File: src/bss_pkg.sv
// ----------------------------------------------------------------------------
// bss_pkg
// shared types and constants of the scanline bar segmenter
// ----------------------------------------------------------------------------
`timescale 1ns / 1ps

package bss_pkg;

   localparam int LINE_PIXELS_DEF = 4096;
   localparam int MAX_BARS_DEF    = 63;

   // configuration register indexes
   localparam logic [2:0] REG_LEFT_START  = 3'd0;
   localparam logic [2:0] REG_LEFT_END    = 3'd1;
   localparam logic [2:0] REG_RIGHT_START = 3'd2;
   localparam logic [2:0] REG_RIGHT_END   = 3'd3;
   localparam logic [2:0] REG_WHITE_LEVEL = 3'd4;
   localparam logic [2:0] REG_QUIET_RUN   = 3'd5;

   typedef enum logic [20:0] {
      ST_IDLE        = 21'h000001,
      ST_LS_INIT     = 21'h000002,
      ST_LS_RD       = 21'h000004,
      ST_LS_EVAL     = 21'h000008,
      ST_RS_INIT     = 21'h000010,
      ST_RS_RD       = 21'h000020,
      ST_RS_EVAL     = 21'h000040,
      ST_CHECK       = 21'h000080,
      ST_AV_RD       = 21'h000100,
      ST_AV_ACC      = 21'h000200,
      ST_DIV_INIT    = 21'h000400,
      ST_DIV         = 21'h000800,
      ST_SG_INIT     = 21'h001000,
      ST_SG_RD0      = 21'h002000,
      ST_SG_CUR      = 21'h004000,
      ST_SG_RD       = 21'h008000,
      ST_SG_EVAL     = 21'h010000,
      ST_SG_HOLD     = 21'h020000,
      ST_SUM_LOAD    = 21'h040000,
      ST_SUM_HOLD    = 21'h080000,
      ST_SG_HOLD_END = 21'h100000
   } state_type;

   typedef struct packed {
      logic load;
      logic start;
      logic ls_init;
      logic ls_eval;
      logic rs_init;
      logic rs_eval;
      logic set_err;
      logic av_init;
      logic av_acc;
      logic div_init;
      logic div_step;
      logic sg_init;
      logic sg_cur;
      logic rd_next;
      logic sg_eval;
      logic sum_load;
      logic line_done;
   } cmd_type;

   typedef struct packed {
      logic ls_empty;
      logic rs_empty;
      logic hit;
      logic ls_end;
      logic rs_end;
      logic crossed;
      logic at_right;
      logic div_last;
      logic emit;
      logic out_taken;
   } status_type;

endpackage

File: src/bss_ctrl.sv
// ----------------------------------------------------------------------------
// bss_ctrl
// sequencer for loading and the search, mean and segmentation passes
// ----------------------------------------------------------------------------
`timescale 1ns / 1ps

module bss_ctrl import bss_pkg::*; (
   input  logic       clock,
   input  logic       reset,
   input  logic       req_valid,
   input  logic       req_line_end,
   output logic       req_ready,
   input  status_type status,
   output cmd_type    cmd
);

   state_type state_ff, state_in;

   always_ff @(posedge clock) begin
      if (reset) begin
         state_ff <= ST_IDLE;
      end else begin
         state_ff <= state_in;
      end
   end

   always_comb begin
      state_in  = state_ff;
      cmd       = '0;
      req_ready = 1'b0;
      unique case (state_ff)
         ST_IDLE: begin
            req_ready = 1'b1;
            if (req_valid) begin
               cmd.load = 1'b1;
               if (req_line_end) begin
                  cmd.start = 1'b1;
                  state_in  = ST_LS_INIT;
               end
            end
         end
         ST_LS_INIT: begin
            cmd.ls_init = 1'b1;
            state_in    = status.ls_empty ? ST_RS_INIT : ST_LS_RD;
         end
         ST_LS_RD: state_in = ST_LS_EVAL;
         ST_LS_EVAL: begin
            cmd.ls_eval = 1'b1;
            state_in    = (status.hit || status.ls_end) ? ST_RS_INIT : ST_LS_RD;
         end
         ST_RS_INIT: begin
            cmd.rs_init = 1'b1;
            state_in    = status.rs_empty ? ST_CHECK : ST_RS_RD;
         end
         ST_RS_RD: state_in = ST_RS_EVAL;
         ST_RS_EVAL: begin
            cmd.rs_eval = 1'b1;
            state_in    = (status.hit || status.rs_end) ? ST_CHECK : ST_RS_RD;
         end
         ST_CHECK: begin
            if (status.crossed) begin
               cmd.set_err = 1'b1;
               state_in    = ST_SUM_LOAD;
            end else begin
               cmd.av_init = 1'b1;
               state_in    = ST_AV_RD;
            end
         end
         ST_AV_RD: state_in = ST_AV_ACC;
         ST_AV_ACC: begin
            cmd.av_acc = 1'b1;
            state_in   = status.at_right ? ST_DIV_INIT : ST_AV_RD;
         end
         ST_DIV_INIT: begin
            cmd.div_init = 1'b1;
            state_in     = ST_DIV;
         end
         ST_DIV: begin
            cmd.div_step = 1'b1;
            if (status.div_last) begin
               state_in = ST_SG_INIT;
            end
         end
         ST_SG_INIT: begin
            cmd.sg_init = 1'b1;
            state_in    = ST_SG_RD0;
         end
         ST_SG_RD0: state_in = ST_SG_CUR;
         ST_SG_CUR: begin
            cmd.sg_cur = 1'b1;
            state_in   = ST_SG_RD;
         end
         ST_SG_RD: begin
            cmd.rd_next = 1'b1;
            state_in    = ST_SG_EVAL;
         end
         ST_SG_EVAL: begin
            cmd.sg_eval = 1'b1;
            if (status.emit) begin
               // the index moves on during the eval, so remember the span end here
               state_in = status.at_right ? ST_SG_HOLD_END : ST_SG_HOLD;
            end else begin
               state_in = status.at_right ? ST_SUM_LOAD : ST_SG_RD;
            end
         end
         ST_SG_HOLD: begin
            if (status.out_taken) begin
               state_in = ST_SG_RD;
            end
         end
         ST_SG_HOLD_END: begin
            if (status.out_taken) begin
               state_in = ST_SUM_LOAD;
            end
         end
         ST_SUM_LOAD: begin
            cmd.sum_load = 1'b1;
            state_in     = ST_SUM_HOLD;
         end
         ST_SUM_HOLD: begin
            if (status.out_taken) begin
               cmd.line_done = 1'b1;
               state_in      = ST_IDLE;
            end
         end
         default: state_in = ST_IDLE;
      endcase
   end

endmodule

File: config.mk
export PLATFORM = sky130hd
export DESIGN_NAME = bss_ctrl
export DESIGN_NICKNAME = d
export VERILOG_FILES = /design/src/bss_pkg.sv /design/src/bss_ctrl.sv
export SDC_FILE = /design/constraint.sdc
export NUM_CORES = 1
export LEC_CHECK = 0
export BUFFER_PORTS_ARGS = -buffer_cell sky130_fd_sc_hd__buf_2
export CAP_MARGIN = 20
export CORE_MARGIN = 5
export CORE_UTILIZATION = 30
export CTS_CLUSTER_SIZE = 30
export DETAILED_ROUTE_END_ITERATION = 6
export PLACE_DENSITY_LB_ADDON = 0.25
export SLEW_MARGIN = 25
export SYNTH_ARGS = -nofsm -noshare
export SYNTH_HDL_FRONTEND = slang
export SYNTH_SLANG_ARGS = --single-unit
File: constraint.sdc
create_clock -name clock -period 1.7 [get_ports clock]
set_input_delay 0.17 -clock clock [delete_from_list [all_inputs] [get_ports clock]]
set_output_delay 0.17 -clock clock [all_outputs]
set_load 0.005 [all_outputs]
==> run summary, run 1 <==
Max-slew violation count: 0
Global Route Usage Sum: 18.4%
Hpwl dp: 3.88 mm
Io pins: 32
EDFF count, synth: 0
Grt ovf: 0
Initial antenna violation count: 0
P per Cell Area: 564 nW/um^2
R2R cell count: 8
Leak Pwr: 1.20 nW
Avg Cell Area, Syn: 7.93 sq um
Prevailing post-synth register cell: dfxtp_1
Final period util: 127%
Final Setup Violations: 38
Die Area: 6200 sq um
Status: finished with violations
Die Span Y: 78.8 microns
Mapped Cells: 179
GPL Wtd Cong: 0.861
TritonRoute pass-1 iters: 4
Synthesized area: 1420 sq um
Vias per cell: 5.34
Nets: 312
Port Buffers: 31
Cell chosen for the clock root: clkbuf_8
Starting Density: 30.4%
Clock skew: 0.00490 ns
Clock sink count: 21
Final hold violations: 0
Psw: 0.507 mW
CP cell instances: or4_4 > nor4_4 > nand2_2 > nor3b_4 > buf_2
Number of global-route vias before repair: 1909
Fin Hold WS: 0.157 ns
Clk pwr share: 23.0%
Largest net degree at the start of global routing: 13
Longest Clk Path Bufs: 2
Synthesis-stage register bit count: 21
MaxCap Viol Count: 0
Initial DRC count: 98
Drt drc: 0
WL/cell: 16.0 microns
Max FO, Critical Path: 3
P&R area growth vs syn: 90.8%
Sw frac: 33.2%
Max Fclk: 462 MHz
Register area share after synthesis: 29.6%
Req. time, crit path: 1.53 ns
YS warnings: 0
Worst slew margin: 73.7%
Worst path max stage delay: 0.58 ns
RSZ-0062 raised after global routing: true
CP max-delay cell: or4_4
Most common cell after layout, fill and taps aside: buf_4
Hold Crit Class: in2reg
Top reg by flops: state_ff
Critical R2R Capture: state_ff[0]
Diode count: 0
Detail Route Antenna Nets: 0
CTS tree: built
Core box area: 4660 sq um
Most frequent cells in the layout: 75 x buf_4, 25 x buf_2, 17 x nor2_1
Share of layout cells above drive strength 1: 63.3%
Critical Path Source Type: flop
CP Capture Type: output pin
R2r setup slk: -0.43 ns
Clk_lat worst skew: 0.27 ns
Hold Path Depth: 2
Vias: 1874
Total power: 1.53 mW
Synth unique cells: 47
Worst slack, placed: -0.286 ns
Worst ir drop on vdd: 0.536 mV
Syn nets: 193
Comb power frac: 42.9%
Post-route worst setup slack: -0.466 ns
Reg-to-Reg Start: state_ff[9]
Hold path startpoint: reset
DRT Wirelength: 5.60 mm
Largest regs: state_ff x21
Largest register FFs: 21
Crit Path Class: reg2out
Setup TNS: -13.64 ns
Final critical-path required period: 2.17 ns
Final core utilization: 58.1%
CTS Buf Count: 3
CP arrival: 2.00 ns
Worst-Margin Slew: 0.391 ns
Htree depth: 1
Async S/R FF share, synth: 0%
CTS clk-pin slew, worst paths: 0.09 ns
Part of the power in registers: 34.1%
Failing checks: setup timing
Worst Hold End: state_ff[19]
Internal: 1.02 mW
Rows: 25
Chip width: 78.8 microns
First-pass GRT wire length: 9.09 mm
## layout make-up
type                            instances  area [sq um]
Timing Repair Buffer                  118           908
Clock buffer                            3          41.3
Sequential cell                        21           435
Inverter                                9          33.8
Clock inverter                          1          5.00
Tap cell                               54          67.6
Fill cell                             411          1950
Multi-Input combinational cell        145          1220
## power groups by stage
stage               clock network [mW]  logic (mW)  registers [mW]
floorplan                            0       0.239           0.532
global placement                     0       0.430           0.528
detailed placement                   0       0.435           0.527
CTS                              0.357       0.564           0.521
global route                     0.382       0.712           0.524
finish                           0.351       0.656           0.521
## kinds of logic after synthesis
kind of cell	count (synthesis)	share of synthesized area (%)
XOR/XNOR	6	3.70
AO/OA/AOI/OAI	25	11.6
flip-flops	21	29.6
buffers and inverters	13	4.85
AND/OR/NAND/NOR	114	50.3
## how the worst max path moves through the flow
| stage | from | endpoint | slack (ns) | cells after the start |
|---|---|---|---|---|
| 2_1_floorplan | state_ff[2] | state_ff[15] | -0.15 | 8 |
| 3_3_place_gp | state_ff[18] | state_ff[9] | -0.26 | 8 |
| 3_5_place_dp | state_ff[8] | state_ff[15] | -0.29 | 6 |
| 4_1_cts | state_ff[8] | cmd[10] | -0.40 | 8 |
| 5_1_grt | state_ff[9] | cmd[2] | -0.54 | 5 |
| 6_report | state_ff[9] | cmd[2] | -0.47 | 5 |
## cells in the mapped netlist, types with 2 or more instances
library cell / n / area share, %
nor2_1: 26 / 6.9
dfxtp_1: 21 / 30
nand2_1: 13 / 3.4
nor3_1: 10 / 3.5
nor4_1: 10 / 4.4
inv_1: 9 / 2.4
nand4_1: 7 / 3.1
or3_1: 7 / 3.1
a21oi_1: 6 / 2.1
nand3_1: 5 / 1.8
nor4_2: 5 / 4.4
o21ai_0: 5 / 1.8
nand2b_1: 4 / 1.8
xnor2_1: 4 / 2.5
nand4b_1: 3 / 1.9
or2_2: 3 / 1.3
a22oi_1: 2 / 1.1
a32oi_1: 2 / 1.2
and3_1: 2 / 0.88
and4_1: 2 / 1.2
buf_6: 2 / 1.6
nand3b_1: 2 / 1.1
nor3_2: 2 / 1.4
o21ai_1: 2 / 0.71
or4_4: 2 / 1.6
xor2_1: 2 / 1.2
## worst max-delay path, delay by kind of cell, from the launching register on
kind / cells / cell delay, ns
buffers and inverters: 1 / 0.14
and+or+nand+nor: 4 / 1.22
DFF: 1 / 0.37
## per-layer routing
layer	track usage (%)	vias up	part of all wire (%)	routed length, microns
met4	6.12	0	2.1	120
met2	33.6	43	53	2990
met1	22.3	911	41	2290
met3	1.93	10	3.5	197
li1	-	910	-	-
met5	0	-	0	0
## what timing repair did
item,in CTS,in global routing
gates resized for setup,47,33
setup buffers,24,6
pin swaps,32,23
endpoints found under the setup margin,38,39
gates cloned,0,0
hold buffers,0,0
## through the flow
stage          area (sq um)  std cells
3_3_place_gp           2100        319
2_1_floorplan          1470        179
3_5_place_dp           2100        319
6_report               2710        351
4_1_cts                2540        346
5_1_grt                2710        351
Power figures use the tool's default switching activity.
==> inputs of run 2 (changes only) <==
- clock period: 1.7 -> 2.4 ns (I/O delays scaled with it)
==> run 2 against run 1 <==
Effect of this change:
- the flow now finishes without violations
- critical path type unchanged
- highest routed layer unchanged
- core utilization decreased by 20 points
- routed wire length fell by 24%
- die area unchanged
- final cell count fell by 22%
- worst setup slack improved by 0.56 ns
- largest power group is now sequential cells
- via count fell by 18%
- global-route usage is 4.4 points lower
- clock-buffer cell count grew 1
==> run summary, run 2 (synthesized netlist as in run 1, its figures left out) <==
Vias per cell: 5.62 (was 5.34)
Top routing layer in use: met4 (unchanged)
Status: complete, no violations (was finished with violations)
Leak Pwr: 0.761 nW (was 1.20 nW)
MaxCap Viol Count: 0 (unchanged)
CP arrival: 2.07 ns (was 2.00 ns)
Nets: 235 (was 312)
Starting Density: 30.4% (unchanged)
CP cell instances: or4_4 > nor4_4 > nand2_1 > nor3b_4 > buf_2 (was or4_4 > nor4_4 > nand2_2 > nor3b_4 > buf_2)
Final Setup Violations: 0 (was 38)
Internal: 0.569 mW (was 1.02 mW)
P per Cell Area: 470 nW/um^2 (was 564 nW/um^2)
CTS Buf Count: 3 (unchanged)
Largest net degree at the start of global routing: 14 (was 13)
Placement Cell Area: 1660 sq um (was 2100 sq um)
RSZ-0062 raised after global routing: true (unchanged)
Post-layout instance area: 1780 sq um (was 2710 sq um)
First-pass GRT wire length: 6.98 mm (was 9.09 mm)
Most common cell after layout, fill and taps aside: buf_2 (was buf_4)
DRT Wirelength: 4.25 mm (was 5.60 mm)
Max-slew violation count: 0 (unchanged)
Largest register FFs: 21 (unchanged)
Largest regs: state_ff x21 (unchanged)
Io pins: 32 (unchanged)
Setup TNS: 0 ns (was -13.64 ns)
CTS clk-pin slew, worst paths: 0.07 ns (was 0.09 ns)
Final hold violations: 0 (unchanged)
Grt ovf: 0 (unchanged)
CP Capture Type: output pin (unchanged)
Post-CTS Hold Buffers: 0 (unchanged)
Max FO, Critical Path: 8 (was 3)
TritonRoute pass-1 iters: 4 (unchanged)
Part of the power in registers: 44.8% (was 34.1%)
Clock skew: 0.000967 ns (was 0.00490 ns)
Hold Crit Class: in2reg (unchanged)
Chip width: 78.8 microns (unchanged)
Clk pwr share: 28.1% (was 23.0%)
Worst path max stage delay: 0.63 ns (was 0.58 ns)
Fill count: 501 (was 411)
Detail Route Antenna Nets: 0 (unchanged)
P&R area growth vs syn: 25.2% (was 90.8%)
Core box area: 4660 sq um (unchanged)
Worst-Margin Slew: 0.669 ns (was 0.391 ns)
CTS tree: built (unchanged)
Htree depth: 1 (unchanged)
Cell chosen for the clock root: clkbuf_8 (unchanged)
Worst ir drop on vdd: 0.428 mV (was 0.536 mV)
Initial DRC count: 73 (was 98)
Most frequent cells in the layout: 31 x buf_2, 25 x nor2_1, 21 x dfxtp_1 (was 75 x buf_4, 25 x buf_2, 17 x nor2_1)
Psw: 0.267 mW (was 0.507 mW)
WP buf/inv: 1 (unchanged)
Final critical-path required period: 2.31 ns
Number of global-route vias before repair: 1428 (was 1909)
Clk_lat worst skew: 0.26 ns (was 0.27 ns)
Worst slew margin: 54.8% (was 73.7%)
CP max-delay cell: or4_4 (unchanged)
Die Area: 6200 sq um (unchanged)
Comb power frac: 27.2% (was 42.9%)
Drt drc: 0 (unchanged)
Port Buffers: 31 (unchanged)
Rows: 25 (unchanged)
Met3 routed WL: 252 microns (was 197 microns)
Critical Path Source Type: flop (unchanged)
Clock sink count: 21 (unchanged)
Initial antenna violation count: 0 (unchanged)
Diode count: 0 (unchanged)
Die Span Y: 78.8 microns (unchanged)
Fin Hold WS: 0.228 ns (was 0.157 ns)
Max Fclk: 433 MHz
GPL Wtd Cong: 0.898 (was 0.861)
Req. time, crit path: 2.16 ns (was 1.53 ns)
Final period util: 96.1%
Top Family by Delay on Critical Path: simple AND/OR/NAND/NOR gates (unchanged)
Metal-1 WL: 1.94 mm (was 2.29 mm)
Vias: 1539 (was 1874)
WL/cell: 15.5 microns (was 16.0 microns)
Crit Path Class: reg2out (unchanged)
Hpwl dp: 3.32 mm (was 3.88 mm)
Longest Clk Path Bufs: 2 (unchanged)
Global Route Usage Sum: 14.0% (was 18.4%)
Metal2 WL: 1.96 mm (was 2.99 mm)
Sw frac: 32.0% (was 33.2%)
Share of layout cells above drive strength 1: 30.9% (was 63.3%)
Top reg by flops: state_ff (unchanged)
[run 2: cell count changes in the layout (fill, tap and decap cells not counted), moves of 6 or more]
cell / delta
dfxtp_1: +8
dfxtp_2: -6
buf_6: -16
buf_4: -65
buf_2: +6
nor2_1: +8
[run 2: area by class of cell]
| type | instances | area [sq um] | area share [%] |
|---|---|---|---|
| well taps | 54 | 67.6 | 3.80 |
| flip-flops and latches | 21 | 420 | 23.7 |
| clock buffers | 4 | 45.0 | 2.54 |
| inverters | 9 | 33.8 | 1.90 |
| multi-input cells | 145 | 980 | 55.1 |
| repair buffers | 41 | 230 | 13.0 |
[run 2: repair_timing]
action | CTS | global route
endpoints found under the setup margin | 1 | 18
buffers inserted | 0 | 3
pin swaps | 0 | 4
gates resized for setup | 1 | 7
[run 2: power by group through the flow]
stage	clock network [mW]	registers [mW]	logic [mW]
2_1_floorplan	0	0.376	0.164
3_3_place_gp	0	0.378	0.217
3_5_place_dp	0	0.379	0.217
4_1_cts	0.243	0.370	0.222
5_1_grt	0.255	0.377	0.257
6_report	0.234	0.374	0.227
[run 2: path summary, 6_finish.rpt]
check,endpoint,cells after the start,start,slack [ns]
setup / recovery,cmd[2],5,state_ff[1],0.09
hold / removal,state_ff[7],3,status[8],0.23
hold reg to reg,state_ff[14],2,state_ff[13],0.54
setup reg to reg,state_ff[0],6,state_ff[8],0.14
[run 2: per-layer routing]
metal,up-vias,GRT usage (%)
met5,-,0
met4,0,4.37
met1,717,18.9
met2,53,22.2
met3,12,3.06
li1,757,-
[run 2: stage by stage]
step | utilization, % | std cells | setup slack [ns] | total power [mW]
2_1_floorplan | - | 179 | 0.464 | 0.539
3_3_place_gp | 35.6 | 267 | 0.194 | 0.595
3_5_place_dp | 35.6 | 267 | 0.231 | 0.596
4_1_cts | 36.8 | 271 | 0.0256 | 0.835
5_1_grt | 38.1 | 274 | -0.0280 | 0.889
6_report | 38.1 | 274 | 0.0929 | 0.836
[run 2: worst min-delay path, stage by stage]
cell and delay, ns:
buf_2 0.10, nand2_1 0.05, a21oi_1 0.05
